**src/hdl/crng_pkg.sv**
```systemverilog
// Package for the counter-based random block generator.
// Holds widths, algorithm constants, register indexes, the stage type and helpers.
// No dependencies; compile first.
`default_nettype none

package crng_pkg;

  localparam int COUNTER_W = 64;
  localparam int OFFSET_W  = 32;
  localparam int WORD_W    = 32;
  localparam int COUNT_W   = 3;
  localparam int KEY_W     = 64;
  localparam int CFG_IDX_W = 8;
  localparam int CFG_DATA_W = 64;

  // Register indexes of the configuration port
  localparam logic [CFG_IDX_W-1:0] REG_ALGORITHM = CFG_IDX_W'(0);
  localparam logic [CFG_IDX_W-1:0] REG_KEY       = CFG_IDX_W'(1);

  // Algorithm select codes
  localparam logic ALG_PHILOX   = 1'b0;
  localparam logic ALG_THREEFRY = 1'b1;

  localparam logic [COUNT_W-1:0] COUNT_PHILOX   = COUNT_W'(4);
  localparam logic [COUNT_W-1:0] COUNT_THREEFRY = COUNT_W'(2);

  localparam logic [WORD_W-1:0] MUL_A     = 32'hD2511F53;
  localparam logic [WORD_W-1:0] MUL_B     = 32'hCD9E8D57;
  localparam logic [WORD_W-1:0] WEYL_A    = 32'h9E3779B9;
  localparam logic [WORD_W-1:0] WEYL_B    = 32'hBB67AE85;
  localparam logic [WORD_W-1:0] TF_PARITY = 32'h1BD11BDA;

  // One pipeline stage per Philox round; Threefry does two rounds per stage
  localparam int NUM_STAGES = 10;

  localparam int TF_ROT [8] = '{13, 15, 26, 6, 17, 29, 16, 24};

  typedef struct packed {
    logic                   threefry;
    logic [3:0][WORD_W-1:0] w;
  } crng_stage_t;

  // Rotate left by a constant amount in 1..31
  function automatic logic [WORD_W-1:0] rotl32(input logic [WORD_W-1:0] v, input int r);
    rotl32 = (v << r) | (v >> (WORD_W - r));
  endfunction

  // Threefry key schedule word
  function automatic logic [WORD_W-1:0] tf_ks(input int idx,
                                              input logic [WORD_W-1:0] ka,
                                              input logic [WORD_W-1:0] kb);
    case (idx)
      0: tf_ks = ka;
      1: tf_ks = kb;
      default: tf_ks = TF_PARITY ^ ka ^ kb;
    endcase
  endfunction

endpackage

`default_nettype wire

```
**src/hdl/crng_round.sv**
```systemverilog
// One round stage: a Philox4x32 round or two Threefry2x32 rounds (with key
// injection after odd stages), registered. Depends on crng_pkg.
`default_nettype none

module crng_round #(
  parameter int ROUND = 0
) (
  input  wire logic                      clk,
  input  wire logic                      rst,
  input  wire logic                      advance,
  input  wire logic                      in_valid,
  input  wire crng_pkg::crng_stage_t     in_data,
  input  wire logic [crng_pkg::KEY_W-1:0] key,
  output logic                           out_valid,
  output crng_pkg::crng_stage_t          out_data
);
  import crng_pkg::*;

  // Philox key words advance by the Weyl constants once per round
  localparam logic [2*WORD_W-1:0] WA_PROD = (2*WORD_W)'(ROUND) * (2*WORD_W)'(WEYL_A);
  localparam logic [2*WORD_W-1:0] WB_PROD = (2*WORD_W)'(ROUND) * (2*WORD_W)'(WEYL_B);
  localparam logic [WORD_W-1:0]   WA_OFF  = WA_PROD[WORD_W-1:0];
  localparam logic [WORD_W-1:0]   WB_OFF  = WB_PROD[WORD_W-1:0];

  // Threefry: four rounds per group, two per stage
  localparam int GROUP  = ROUND / 2;
  localparam int SUB    = ROUND % 2;
  localparam int ROT_A  = TF_ROT[(GROUP % 2) * 4 + SUB * 2];
  localparam int ROT_B  = TF_ROT[(GROUP % 2) * 4 + SUB * 2 + 1];
  localparam bit INJECT = (SUB == 1);
  localparam int INJ    = GROUP + 1;
  localparam logic [WORD_W-1:0] INJ_WORD = WORD_W'(INJ);

  logic [WORD_W-1:0]   ka;
  logic [WORD_W-1:0]   kb;
  logic [2*WORD_W-1:0] pa;
  logic [2*WORD_W-1:0] pb;
  logic [WORD_W-1:0]   x1, y1, x2, y2;
  crng_stage_t         stage_next;
  logic                stage_valid;
  crng_stage_t         stage_data;

  always_comb begin
    ka = key[WORD_W-1:0] + WA_OFF;
    kb = key[2*WORD_W-1:WORD_W] + WB_OFF;
    pa = {(WORD_W)'(0), in_data.w[0]} * {(WORD_W)'(0), MUL_A};
    pb = {(WORD_W)'(0), in_data.w[2]} * {(WORD_W)'(0), MUL_B};

    x1 = in_data.w[0] + in_data.w[1];
    y1 = rotl32(in_data.w[1], ROT_A) ^ x1;
    x2 = x1 + y1;
    y2 = rotl32(y1, ROT_B) ^ x2;

    stage_next.threefry = in_data.threefry;
    if (in_data.threefry == ALG_THREEFRY) begin
      if (INJECT) begin
        stage_next.w[0] = x2 + tf_ks(INJ % 3, key[WORD_W-1:0], key[2*WORD_W-1:WORD_W]);
        stage_next.w[1] = y2 + tf_ks((INJ + 1) % 3, key[WORD_W-1:0],
                                     key[2*WORD_W-1:WORD_W]) + INJ_WORD;
      end else begin
        stage_next.w[0] = x2;
        stage_next.w[1] = y2;
      end
      stage_next.w[2] = '0;
      stage_next.w[3] = '0;
    end else begin
      stage_next.w[0] = pb[2*WORD_W-1:WORD_W] ^ in_data.w[1] ^ key[WORD_W-1:0] ^ '0 ^ ka
                        ^ key[WORD_W-1:0];
      stage_next.w[1] = pb[WORD_W-1:0];
      stage_next.w[2] = pa[2*WORD_W-1:WORD_W] ^ in_data.w[3] ^ kb;
      stage_next.w[3] = pa[WORD_W-1:0];
    end
  end

  always_ff @(posedge clk) begin
    if (rst) begin
      stage_valid <= 1'b0;
    end else if (advance) begin
      stage_valid <= in_valid;
    end
  end

  always_ff @(posedge clk) begin
    if (advance) begin
      stage_data <= stage_next;
    end
  end

  assign out_valid = stage_valid;
  assign out_data  = stage_data;

endmodule

`default_nettype wire
```
**config.mk**
```make
export PLATFORM = sky130hd
export DESIGN_NAME = crng_round
export DESIGN_NICKNAME = d
export VERILOG_FILES = /design/src/hdl/crng_pkg.sv /design/src/hdl/crng_round.sv
export SDC_FILE = /design/constraint.sdc
export NUM_CORES = 2
export LEC_CHECK = 0
export ABC_AREA = 1
export BUFFER_PORTS_ARGS = -buffer_cell sky130_fd_sc_hd__buf_2
export CAP_MARGIN = 20
export CORE_ASPECT_RATIO = 0.8
export CORE_MARGIN = 2
export CORE_UTILIZATION = 42
export DETAILED_ROUTE_END_ITERATION = 8
export HOLD_SLACK_MARGIN = 0.1
export PLACE_DENSITY = 0.6
export SYNTH_ARGS = -nofsm -noshare
export SYNTH_HDL_FRONTEND = slang
export SYNTH_SLANG_ARGS = --single-unit
```
**constraint.sdc**
```tcl
create_clock -name clk -period 19.5 [get_ports clk]
set_clock_uncertainty 0.2 [all_clocks]
set_input_delay 1.95 -clock clk [delete_from_list [all_inputs] [get_ports clk]]
set_output_delay 1.95 -clock clk [all_outputs]
set_load 0.005 [all_outputs]
```
==> results.py <==
metrics = {
    "finish": {
        "final_layout_size_suffix_gt1_share_pct": 7.78,
        "layout_commonest_cell": "inv_1",
        "regArea_um2": 3890,
        "multiInputGateArea_um2": 39800,
        "nets": 8107,
        "layout_common_cells": "1677 x inv_1, 915 x ha_1, 848 x fa_1",
        "nFillCells": 11679,
        "area_delta_synth_final_pct": 8.36,
        "fin_cells": 7713,
    },
    "min_path": {
        "worst_hold_path_type": "reg2reg",
        "hp-start": "out_valid$_SDFFE_PP0P_",
    },
    "timing": {
        "tightest_slew_ns": 1.34,
        "drv_slew": 0,
        "fin_crit_sh_pct": 48.3,
        "hold_viol_final": 0,
        "final-setup-viol-count": 0,
        "grt_setup_unrepaired": "no",
        "tns_ns": 0,
        "fin_ws_ns": 10.07,
        "finalCriticalPeriod_ns": 9.43,
        "worst_slew_margin_rel_pct": 9.84,
        "fmax_mhz": 106,
    },
    "logic_synthesis": {
        "synthCells": 5815,
        "synth.avg_cell_area_um2": 8.62,
        "yosysSeqAreaShare_pct": 7.77,
        "synthFlopType": "edfxtp_1",
        "ys_async_sr_fraction_pct": 0,
        "synth_edf_count": 129,
        "ys_warn_count": 0,
        "syn_area_um2": 50100,
        "synth_cell_types": 56,
        "syn_nets": 7775,
        "ys_seq_elements": 130,
    },
    "run_status": {
        "status": "completed",
    },
    "critical_path": {
        "cp.arrival_ns": 9.56,
        "crit_chain": "buf_2 > fa_1 > fa_1 > fa_1 > inv_1 > fa_1 > inv_1 > fa_1 > ha_1 > fa_1 > fa_1 > ha_1 > a21oi_1 > o21ai_0 > a21oi_1 > nand2_1 > a21boi_1 > o21bai_1 > a21o_1 > nand3_1 > nand2_1 > nand2_1 > nand2_1 > nor2_1",
        "cp-startpoint": "in_data[10]",
        "path_depth": 24,
        "critPathBufInv": 3,
        "critPathRequiredTime_ns": 19.63,
        "worst_path_max_delay_cell": "fa_1",
        "rr_startpoint": "out_valid$_SDFFE_PP0P_",
        "worst_path_largest_cell_delay_ns": 0.53,
        "endpoint_kind": "flop",
        "worstReg2RegEnd": "out_valid$_SDFFE_PP0P_",
        "cp-endpoint": "out_data[93]$_SDFFCE_PP0P_",
        "path_delay_family": "adder cells",
        "path_common_cell": "fa_1",
        "cp_max_fo": 13,
        "reg2regPathDepth": 2,
        "startpoint_type": "primary input",
        "path_class": "in2reg",
        "r2r_slack_ns": 18.71,
    },
    "grt": {
        "antenna_found_initial": 21,
        "grt_overflow": 0,
        "grt_pass1_vias": 40503,
        "grt.total_usage_pct": 29.7,
        "grt_start_max_net_pins": 77,
        "grt_pass1_wl_um": 264000,
    },
    "route": {
        "drtIter0Drc": 3702,
        "num_vias": 39711,
        "totalWireLength_um": 178000,
        "drt_first_pass_iters": 8,
        "wl_per_cell_um": 23.0,
        "via_per_inst": 5.15,
        "drc": 0,
        "postRouteAntennaNets": 0,
    },
    "cts": {
        "clkSlewWorstSetupHoldPaths_ns": 0.07,
        "cts_root_buf": "clkbuf_16",
        "clockBufferDepth": 2,
        "postCtsHoldBufs": 0,
        "cts_made_buffers": 17,
        "cts_tree": "built",
        "h-tree-depth": 4,
        "cts_sinks": 130,
        "clock_latency_ns": 0.53,
        "post_cts_buffers": 0,
        "cts-resized-gates": 0,
    },
    "place": {
        "dp_worst_setup_slack_ns": 9.75,
        "port-buffer-count": 326,
        "gp_congestion": 0.997,
        "hpwl_um": 157000,
        "dp.cells": 7680,
    },
    "die": {
        "io_pins": 327,
        "fp.dieH_um": 313,
        "die_area_um2": 122000,
        "fp.dieW_um": 390,
        "rows": 113,
        "core_region_area_um2": 118000,
        "start_util_pct": 42.3,
    },
    "run": {
        "drv_cap": 0,
    },
}
## layout make-up
| type | instances | area share (%) |
|---|---|---|
| clock buffer | 18 | 0.790 |
| tap | 1552 | 3.58 |
| antenna | 1 | 0.00461 |
| inverter | 1691 | 11.7 |
| sequential | 130 | 7.17 |
| clock inverter | 14 | 0.352 |
| multi-input combinational | 3972 | 73.3 |
| timing repair buffer | 335 | 3.14 |
## cells by family (layout without fill, tap and decap cells)
| logic type | count (synthesis) | count (layout) | share of synthesized area [%] |
|---|---|---|---|
| fa+ha+maj | 1763 | 1763 | 56.7 |
| buf+inv | 1713 | 2058 | 12.8 |
| simple gates | 1353 | 1353 | 11.6 |
| compound gates | 606 | 606 | 6.67 |
| xor+xnor | 248 | 248 | 4.38 |
| flops | 130 | 130 | 7.77 |
| mux | 2 | 2 | 0.0399 |
| other cells | 0 | 1 | 0 |
## state kept, by name, indices dropped and copies added (netlist names)
register,count
out_data,129
out_valid,1
## worst register-to-register path: stages (launching register included)
cell and delay (ns):
dfxtp_1 0.32, mux2i_1 0.12, nor2_1 0.05
## stage by stage
step	area, um2	utilization (%)	hold slack, ns
floorplan	50100	-	0.285
global placement	53700	45.3	0.272
detailed placement	53700	45.3	0.296
CTS	54300	45.8	0.313
global route	54300	45.8	0.326
finish	54300	45.8	0.313
## layer usage
layer  GRT usage (%)  vias up  wire, um
met5               0        -       139
met4            4.76       22      2770
met3            8.26      154     17500
met2            41.6     1466     71500
met1            45.9    19523     85900
li1                -    18546         -
## synthesized netlist by cell type (3+ instances only)
cell type / number / area, um2
a21boi_0: 5 / 37.5
a21o_1: 13 / 97.6
a21oi_1: 271 / 1360
a21oi_2: 4 / 35.0
a221oi_1: 3 / 26.3
a31oi_1: 47 / 294
and2_1: 4 / 25.0
and3_1: 3 / 18.8
buf_1: 5 / 18.8
clkbuf_1: 15 / 56.3
edfxtp_1: 129 / 3870
fa_1: 848 / 17000
ha_1: 915 / 11400
inv_1: 1678 / 6300
inv_2: 12 / 45.0
nand2_1: 729 / 2740
nand2_2: 24 / 150
nand2_4: 3 / 33.8
nand3_1: 166 / 831
nand3_2: 10 / 100
nand3b_1: 17 / 128
nand4_1: 31 / 194
nor2_1: 279 / 1050
nor2_2: 8 / 50.1
nor3_1: 23 / 115
nor4_1: 11 / 68.8
o2111ai_1: 3 / 26.3
o211ai_1: 8 / 60.1
o21a_1: 22 / 165
o21ai_0: 184 / 921
o21ai_1: 16 / 80.1
o21ai_2: 3 / 26.3
o21bai_1: 12 / 90.1
o22ai_1: 4 / 25.0
or2_2: 38 / 238
xnor2_1: 133 / 1160
xor2_1: 112 / 981
## worst min-delay path by stage
| stage | endpoint | slack, ns | depth (start not counted) |
|---|---|---|---|
| 2_1_floorplan | out_valid$_SDFFE_PP0P_ | 0.28 | 2 |
| 3_3_place_gp | out_valid$_SDFFE_PP0P_ | 0.27 | 2 |
| 3_5_place_dp | out_valid$_SDFFE_PP0P_ | 0.30 | 2 |
| 4_1_cts | out_valid$_SDFFE_PP0P_ | 0.31 | 2 |
| 5_1_grt | out_valid$_SDFFE_PP0P_ | 0.33 | 2 |
| 6_report | out_valid$_SDFFE_PP0P_ | 0.31 | 2 |
Power is left out: the tool's default activity adds up to more than one toggle a clock period on the data nets, which glitch-free logic cannot reach.
