### src/hdl/crng_pkg.sv
// Package for the counter-based random block generator.
// Holds widths, algorithm constants, register indexes, the stage type and helpers.
// No dependencies; compile first.
`default_nettype none

package crng_pkg;

  localparam int COUNTER_W = 64;
  localparam int OFFSET_W  = 32;
  localparam int WORD_W    = 32;
  localparam int COUNT_W   = 3;
  localparam int KEY_W     = 64;
  localparam int CFG_IDX_W = 8;
  localparam int CFG_DATA_W = 64;

  // Register indexes of the configuration port
  localparam logic [CFG_IDX_W-1:0] REG_ALGORITHM = CFG_IDX_W'(0);
  localparam logic [CFG_IDX_W-1:0] REG_KEY       = CFG_IDX_W'(1);

  // Algorithm select codes
  localparam logic ALG_PHILOX   = 1'b0;
  localparam logic ALG_THREEFRY = 1'b1;

  localparam logic [COUNT_W-1:0] COUNT_PHILOX   = COUNT_W'(4);
  localparam logic [COUNT_W-1:0] COUNT_THREEFRY = COUNT_W'(2);

  localparam logic [WORD_W-1:0] MUL_A     = 32'hD2511F53;
  localparam logic [WORD_W-1:0] MUL_B     = 32'hCD9E8D57;
  localparam logic [WORD_W-1:0] WEYL_A    = 32'h9E3779B9;
  localparam logic [WORD_W-1:0] WEYL_B    = 32'hBB67AE85;
  localparam logic [WORD_W-1:0] TF_PARITY = 32'h1BD11BDA;

  // One pipeline stage per Philox round; Threefry does two rounds per stage
  localparam int NUM_STAGES = 10;

  localparam int TF_ROT [8] = '{13, 15, 26, 6, 17, 29, 16, 24};

  typedef struct packed {
    logic                   threefry;
    logic [3:0][WORD_W-1:0] w;
  } crng_stage_t;

  // Rotate left by a constant amount in 1..31
  function automatic logic [WORD_W-1:0] rotl32(input logic [WORD_W-1:0] v, input int r);
    rotl32 = (v << r) | (v >> (WORD_W - r));
  endfunction

  // Threefry key schedule word
  function automatic logic [WORD_W-1:0] tf_ks(input int idx,
                                              input logic [WORD_W-1:0] ka,
                                              input logic [WORD_W-1:0] kb);
    case (idx)
      0: tf_ks = ka;
      1: tf_ks = kb;
      default: tf_ks = TF_PARITY ^ ka ^ kb;
    endcase
  endfunction

endpackage

`default_nettype wire

### src/hdl/crng_prep.sv
// Entry stage: forms the block counter, the Philox key-carry words and the
// initial Threefry key injection, then registers them. Depends on crng_pkg.
`default_nettype none

module crng_prep (
  input  wire logic                          clk,
  input  wire logic                          rst,
  input  wire logic                          advance,
  input  wire logic                          in_valid,
  input  wire logic [crng_pkg::COUNTER_W-1:0] base_counter,
  input  wire logic [crng_pkg::OFFSET_W-1:0]  block_offset,
  input  wire logic                          algorithm,
  input  wire logic [crng_pkg::KEY_W-1:0]     key,
  output logic                               out_valid,
  output crng_pkg::crng_stage_t              out_data
);
  import crng_pkg::*;

  logic [COUNTER_W:0]   ctr_sum;
  logic [KEY_W-1:0]     key_carry;
  crng_stage_t          stage_next;
  logic                 stage_valid;
  crng_stage_t          stage_data;

  always_comb begin
    ctr_sum   = {1'b0, base_counter} + {(COUNTER_W + 1 - OFFSET_W)'(0), block_offset};
    // Wrap past 2^64 bumps the key used as the upper Philox words
    key_carry = key + {(KEY_W - 1)'(0), ctr_sum[COUNTER_W]};
    stage_next.threefry = algorithm;
    if (algorithm == ALG_THREEFRY) begin
      stage_next.w[0] = ctr_sum[WORD_W-1:0] + key[WORD_W-1:0];
      stage_next.w[1] = ctr_sum[2*WORD_W-1:WORD_W] + key[2*WORD_W-1:WORD_W];
      stage_next.w[2] = '0;
      stage_next.w[3] = '0;
    end else begin
      stage_next.w[0] = ctr_sum[WORD_W-1:0];
      stage_next.w[1] = ctr_sum[2*WORD_W-1:WORD_W];
      stage_next.w[2] = key_carry[WORD_W-1:0];
      stage_next.w[3] = key_carry[2*WORD_W-1:WORD_W];
    end
  end

  always_ff @(posedge clk) begin
    if (rst) begin
      stage_valid <= 1'b0;
    end else if (advance) begin
      stage_valid <= in_valid;
    end
  end

  always_ff @(posedge clk) begin
    if (advance) begin
      stage_data <= stage_next;
    end
  end

  assign out_valid = stage_valid;
  assign out_data  = stage_data;

endmodule

`default_nettype wire

### config.mk
export PLATFORM = sky130hd
export DESIGN_NAME = crng_prep
export DESIGN_NICKNAME = d
export VERILOG_FILES = /design/src/hdl/crng_pkg.sv /design/src/hdl/crng_prep.sv
export SDC_FILE = /design/constraint.sdc
export NUM_CORES = 1
export LEC_CHECK = 0
export ABC_CLOCK_PERIOD_IN_PS = 9630
export BUFFER_PORTS_ARGS = -buffer_cell sky130_fd_sc_hd__buf_2
export CAP_MARGIN = 10
export CORE_UTILIZATION = 30
export DETAILED_ROUTE_END_ITERATION = 10
export PLACE_DENSITY_LB_ADDON = 0.12
export SYNTH_ARGS = -nofsm -noshare
export SYNTH_HDL_FRONTEND = slang
export SYNTH_SLANG_ARGS = --single-unit
export TNS_END_PERCENT = 50
### constraint.sdc
create_clock -name clk -period 9.63 [get_ports clk]
set_clock_uncertainty 0.05 [all_clocks]
set_input_delay 0.963 -clock clk [delete_from_list [all_inputs] [get_ports clk]]
set_output_delay 0.963 -clock clk [all_outputs]
set_load 0.02 [all_outputs]
==> results of run 1 <==
power groups by stage:
stage / registers (W) / clock network (W) / logic, W
final: 0.000748 / 0.000683 / 0.000861
after global routing: 0.000755 / 0.000720 / 0.000946
after CTS: 0.000750 / 0.000703 / 0.000865
after detailed placement: 0.000758 / 0 / 0.000859
after global placement: 0.000763 / 0 / 0.000858
after floorplan: 0.000850 / 0 / 0.000508
cell type report:
| cell class | instances | area (um2) |
|---|---|---|
| Clock buffer | 24 | 471.7 |
| Sequential cell | 130 | 3894 |
| Fill cell | 3735 | 22870 |
| Inverter | 37 | 138.9 |
| Multi-Input combinational cell | 994 | 7098 |
| Clock inverter | 8 | 128.9 |
| Tap cell | 468 | 585.6 |
| Antenna cell | 4 | 10.01 |
| Timing Repair Buffer | 297 | 1503 |
flip-flops by register name (all words and copies together) (netlist names):
signal,cells
out_valid,1
out_data,129
cells by family after synthesis:
| family | count (synthesis) | synth area share [%] |
|---|---|---|
| simple gates | 385 | 17.10 |
| mux | 39 | 3.885 |
| buf+inv | 64 | 2.215 |
| xor+xnor | 165 | 12.86 |
| fa+ha+maj | 102 | 11.55 |
| compound gates | 303 | 17.75 |
| flops | 130 | 34.64 |
path summary, 6_finish.rpt:
path / endpoint / from
min: out_valid / out_valid
max: out_data[127] / base_counter[0]
max reg2reg: out_valid / out_valid
min reg2reg: out_valid / out_valid
through the flow:
stage | std cells | setup slack, ps | hold slack [ps] | area [um2]
4_1_cts | 1958 | 2544 | 463.4 | 13820
2_1_floorplan | 1188 | 3697 | 528.8 | 11240
6_report | 1962 | 2587 | 460.4 | 13830
3_5_place_dp | 1926 | 2102 | 446.9 | 13220
5_1_grt | 1960 | 2076 | 534.3 | 13820
3_3_place_gp | 1926 | 2204 | 422.4 | 13220
cell usage after synthesis, drive strengths merged (20+ instances only):
library cell	instances	area, um2
edfxtp	129	3874
a21o	61	457.9
nor3	20	110.1
ha	99	1239
mux2	37	416.7
and3	25	156.4
nor2	97	364.1
clkbuf	22	82.58
nand3	45	225.2
xor2	82	718.2
a21oi	101	528.0
o21ai	61	309.0
xnor2	83	727.0
inv	36	135.1
nand2	94	355.3
metal layers:
metal | track usage (%) | part of all wire [%] | vias to the layer above
met1 | 22.95 | 46 | 4556
met3 | 2.504 | 4.3 | 28
met5 | 0 | 0 | -
met2 | 30.91 | 48 | 244
met4 | 5.133 | 1.6 | 0
li1 | - | - | 4975
tightest hold or removal path, cell delays in order (launching register included):
cell	delay, ps
dfxtp_1	330
mux2i_1	70
nor2_1	80
==> results.yml, run 1 <==
pwr:
  p_comb_share_pct: 37.6
  p_clk_share_pct: 29.8
  total_power_w: 0.002291
  ir_worst_vdd_v: 0.00008869
  power.leakage_nw: 5.914
  seqPwrFrac_pct: 32.6
  power_density_nw_per_um2: 165.7
  p_sw_share_pct: 34.65
  switchingPower_w: 0.0007939
  internal-power_w: 0.001497
final_layout:
  nets: 1744
  layout_commonest_cell: "buf_2"
  drive_gt1_share_pct: 25.84
  final_core_util_pct: 37.69
  final_cell_mix: "buf_2, edfxtp_1, ha_1"
  synthToLayoutAreaGrowth_pct: 23.03
setup_path:
  start_kind: "primary input"
  crit_arrival_ps: 7140
  max_stage_delay_ps: 630
  path_class: "in2reg"
  rrSetupSlack_ps: 8990
  crit_cells: 26
  critPathMaxFanout: 16
  end_kind: "flop"
  crit_slowest_cell: "nor4_2"
  worstPathRequired_ps: 9730
  crit_family: "simple AND/OR/NAND/NOR gates"
  rr_worst_depth: 2
  crit_buf_inv: 3
floorplanning:
  start_util_pct: 30.63
  die-area_um2: 38250
  ioPinCount: 295
  fp.dieW_um: 195.6
  rows: 70
  core-area_um2: 36700
  die_height_um: 195.6
sta:
  tightest_slew_ps: 993.5
  tns_ps: 0
  hold_violations: 0
  rsz0062_at_grt: "false"
  fmax_mhz: 142.0
  finalCritPeriodShare_pct: 73.13
  timing.slew.headroom_pct: 33.36
  min_period_ps: 7043
  setup_viol: 0
  report.final.slew_viol_count: 0
run_status:
  run_status: "completed"
clock_tree:
  cts.sinks: 130
  cts_tree: "yes"
  cts_inserted_buffers: 17
  cts_max_level: 4
  path_clk_slew_ps: 60
  root_buffer: "clkbuf_16"
  cts_setup_buffers: 0
  holdBufCountCts: 0
  clk_latency_ps: 430
  cts_resized: 0
  cts.path.max_buffers: 2
place:
  dpl.hpwl_um: 27600
  gp_congestion: 0.8619
  port_buffers: 294
synthesis:
  async_flop_share_pct: 0
  ys_types: 69
  syn_inst: 1188
  ys.flop_type: "edfxtp_1"
  syn_area_um2: 11240
  syn_area_per_cell_um2: 9.462
  synth_edf_count: 129
  ys_seq_area_share_pct: 34.64
  synth_nets: 1455
  ys_ff_latch: 130
  yosys_warnings: 0
hold_path:
  hp-class: "reg2reg"
  holdPathStages: 2
grt:
  antenna_found_initial: 3
  gr-total-overflow: 0
  grt_usage_pct: 17.84
  grt_pass1_vias: 9499
  grt_start_max_net_pins: 76
  grt_pass1_wl_um: 52410
drt:
  vias_per_cell: 4.996
  initialDrtViolationCount: 472
  drc: 0
  vias: 9803
  dr.pass1.iters: 5
  wl_um: 34480
  wire_per_inst_um: 17.57
  antenna_left: 0
job:
  maxCapViolations: 0
(Power assumes the default switching activity.)
==> inputs of run 2 (changes only) <==
--- a/config.mk
+++ b/config.mk
@@ -5,7 +5,7 @@
 export SDC_FILE = /design/constraint.sdc
 export NUM_CORES = 1
 export LEC_CHECK = 0
-export ABC_CLOCK_PERIOD_IN_PS = 9630
+export ABC_CLOCK_PERIOD_IN_PS = 6200
 export BUFFER_PORTS_ARGS = -buffer_cell sky130_fd_sc_hd__buf_2
 export CAP_MARGIN = 10
 export CORE_UTILIZATION = 30
==> constraint.sdc (replaced) <==
create_clock -name clk -period 6.2 [get_ports clk]
set_clock_uncertainty 0.05 [all_clocks]
set_input_delay 0.62 -clock clk [delete_from_list [all_inputs] [get_ports clk]]
set_output_delay 0.62 -clock clk [all_outputs]
set_load 0.02 [all_outputs]
==> run 2 against run 1 <==
Compared with the run above: count of clock-buffer cells in the layout fell by 7; cell count rose by 3.8%; sequential power rose by 55%; combinational power rose by 64%; global-route usage rose by 1.0 points; critical path depth rose by 3; register-to-register slack got worse by 3400 ps; cell area rose by 5.0%; total power rose by 63%; worst setup slack got worse by 2200 ps; hold slack got worse by 190 ps; die area did not move; critical path type unchanged; largest cell class unchanged; largest power group unchanged.
==> results.yml, run 2 (synthesis gave the netlist of run 1 again) <==
place:
  gp_congestion: 0.8918
  dpl.hpwl_um: 28720
  dp_cells: 2000
  port_buffers: 294
  dp_slack_ps: -346.3
clock_tree:
  cts_tree: "yes"
  path_clk_slew_ps: 70
  clk_latency_ps: 450
  root_buffer: "clkbuf_16"
  cts_max_level: 4
  cts.sinks: 130
  cts.path.max_buffers: 2
  holdBufCountCts: 0
  cts_inserted_buffers: 17
grt:
  met3_usage_pct: 2.953
  grt_start_max_net_pins: 90
  grt_use_met1_pct: 24.24
  antenna_found_initial: 3
  grt_pass1_vias: 10110
  grt-busiest-layer: "met2"
  grt_usage_pct: 18.88
  gr-usage-met2_pct: 32.31
  grt_pass1_wl_um: 55520
  gr-total-overflow: 0
setup_path:
  path_common_cell: "buf_4"
  rrSetupSlack_ps: 5560
  crit_buf_inv: 6
  max_stage_delay_ps: 380
  worstPathRequired_ps: 6310
  crit_family: "simple AND/OR/NAND/NOR gates"
  critPathMaxFanout: 10
  end_kind: "flop"
  rr_worst_depth: 2
  worstReg2RegEnd: "out_valid"
  crit_slowest_cell: "fa_1"
  path_class: "in2reg"
  crit_arrival_ps: 5950
  start_kind: "primary input"
  r2r_start: "out_valid"
pwr:
  power.leakage_nw: 6.337
  power_density_nw_per_um2: 256.9
  ir_worst_vdd_v: 0.0001766
  total_power_w: 0.003731
sta:
  tightest_slew_ps: 976.0
  finalCritPeriodShare_pct: 94.14
  timing.slew.headroom_pct: 34.53
  rsz0062_at_grt: "false"
  min_period_ps: 5837
  hold_violations: 0
  report.final.slew_viol_count: 0
  fmax_mhz: 171.3
  setup_viol: 0
  setup_ws_ps: 363.3
final_layout:
  largest_reg_flops: 129
  final.fill_count: 3722
  nets: 1819
  final_cells: 2037
  synthToLayoutAreaGrowth_pct: 29.20
  multi_input_area_um2: 7159
  layout_commonest_cell: "buf_2"
  drive_gt1_share_pct: 30.29
  final_cell_mix: "buf_2, edfxtp_1, ha_1"
  seqCellArea_um2: 3894
hold_path:
  hp-class: "in2reg"
  holdPathEnd: "out_valid"
  min-delay-start: "rst"
  holdPathStages: 2
floorplanning:
  fp.dieW_um: 195.6
  start_util_pct: 30.63
  die_height_um: 195.6
  rows: 70
  core-area_um2: 36700
  ioPinCount: 295
  die-area_um2: 38250
job:
  maxCapViolations: 0
drt:
  initialDrtViolationCount: 494
  dr.pass1.iters: 5
  wl_um: 35900
  vias_per_cell: 5.023
  vias: 10230
  drc: 0
  antenna_left: 0
  wire_per_inst_um: 17.62
run_status:
  run_status: "completed"
-- run 2: cell types whose count changed in the layout (fill, tap and decap cells not counted), sizes merged --
cell,previous run,this run
clkinvlp,1,2
clkinv,5,7
bufinv,3,5
buf,297,372
clkbuf,24,17
inv,36,38
-- run 2: worst max-delay path by stage --
stage                    startpoint             to  cells after the start
floorplan           base_counter[9]   out_data[60]                     23
global route        base_counter[0]  out_data[127]                     29
global placement    base_counter[0]  out_data[127]                     29
finish              base_counter[0]  out_data[127]                     29
CTS                 base_counter[0]  out_data[127]                     29
detailed placement  base_counter[0]  out_data[127]                     29
-- run 2: cell type report --
type / instances / area share [%]
inverter: 37 / 0.9563
antenna: 4 / 0.06892
clock buffer: 17 / 2.929
multi-input combinational: 994 / 49.30
tap: 468 / 4.032
timing repair buffer: 372 / 14.31
sequential: 130 / 26.81
clock inverter: 15 / 1.594
-- run 2: power by group --
| part | switching [W] | total (W) | internal, W |
|---|---|---|---|
| clock | 0.000441 | 0.00116 | 0.000718 |
| sequential | 0.0000402 | 0.00116 | 0.00112 |
| combinational | 0.000813 | 0.00141 | 0.000599 |
| total | 0.00129 | 0.00373 | 0.00244 |
-- run 2: metrics by stage --
stage                     util [%]  hold slack, ps  cell area [um2]  setup TNS, ps
after global placement       37.57           427.7            13790          -3121
after floorplan                  -           528.8            11240              0
final                        39.57           268.9            14520              0
after CTS                    39.36           238.5            14440              0
after detailed placement     37.57           434.8            13790          -3813
after global routing         39.57           273.6            14520              0
-- run 2: timing repair --
action / 4_1_cts / 5_1_grt
gates resized for setup: 0 / 12
setup endpoints to repair: 0 / 13
hold endpoints to repair: 0 / 0
setup buffers: 0 / 1
-- run 2: per-layer routing --
layer | vias to the layer above | part of all wire (%)
li1 | 5122 | -
met1 | 4804 | 46
met2 | 269 | 48
met3 | 37 | 4.1
met4 | 0 | 1.7
met5 | - | 0
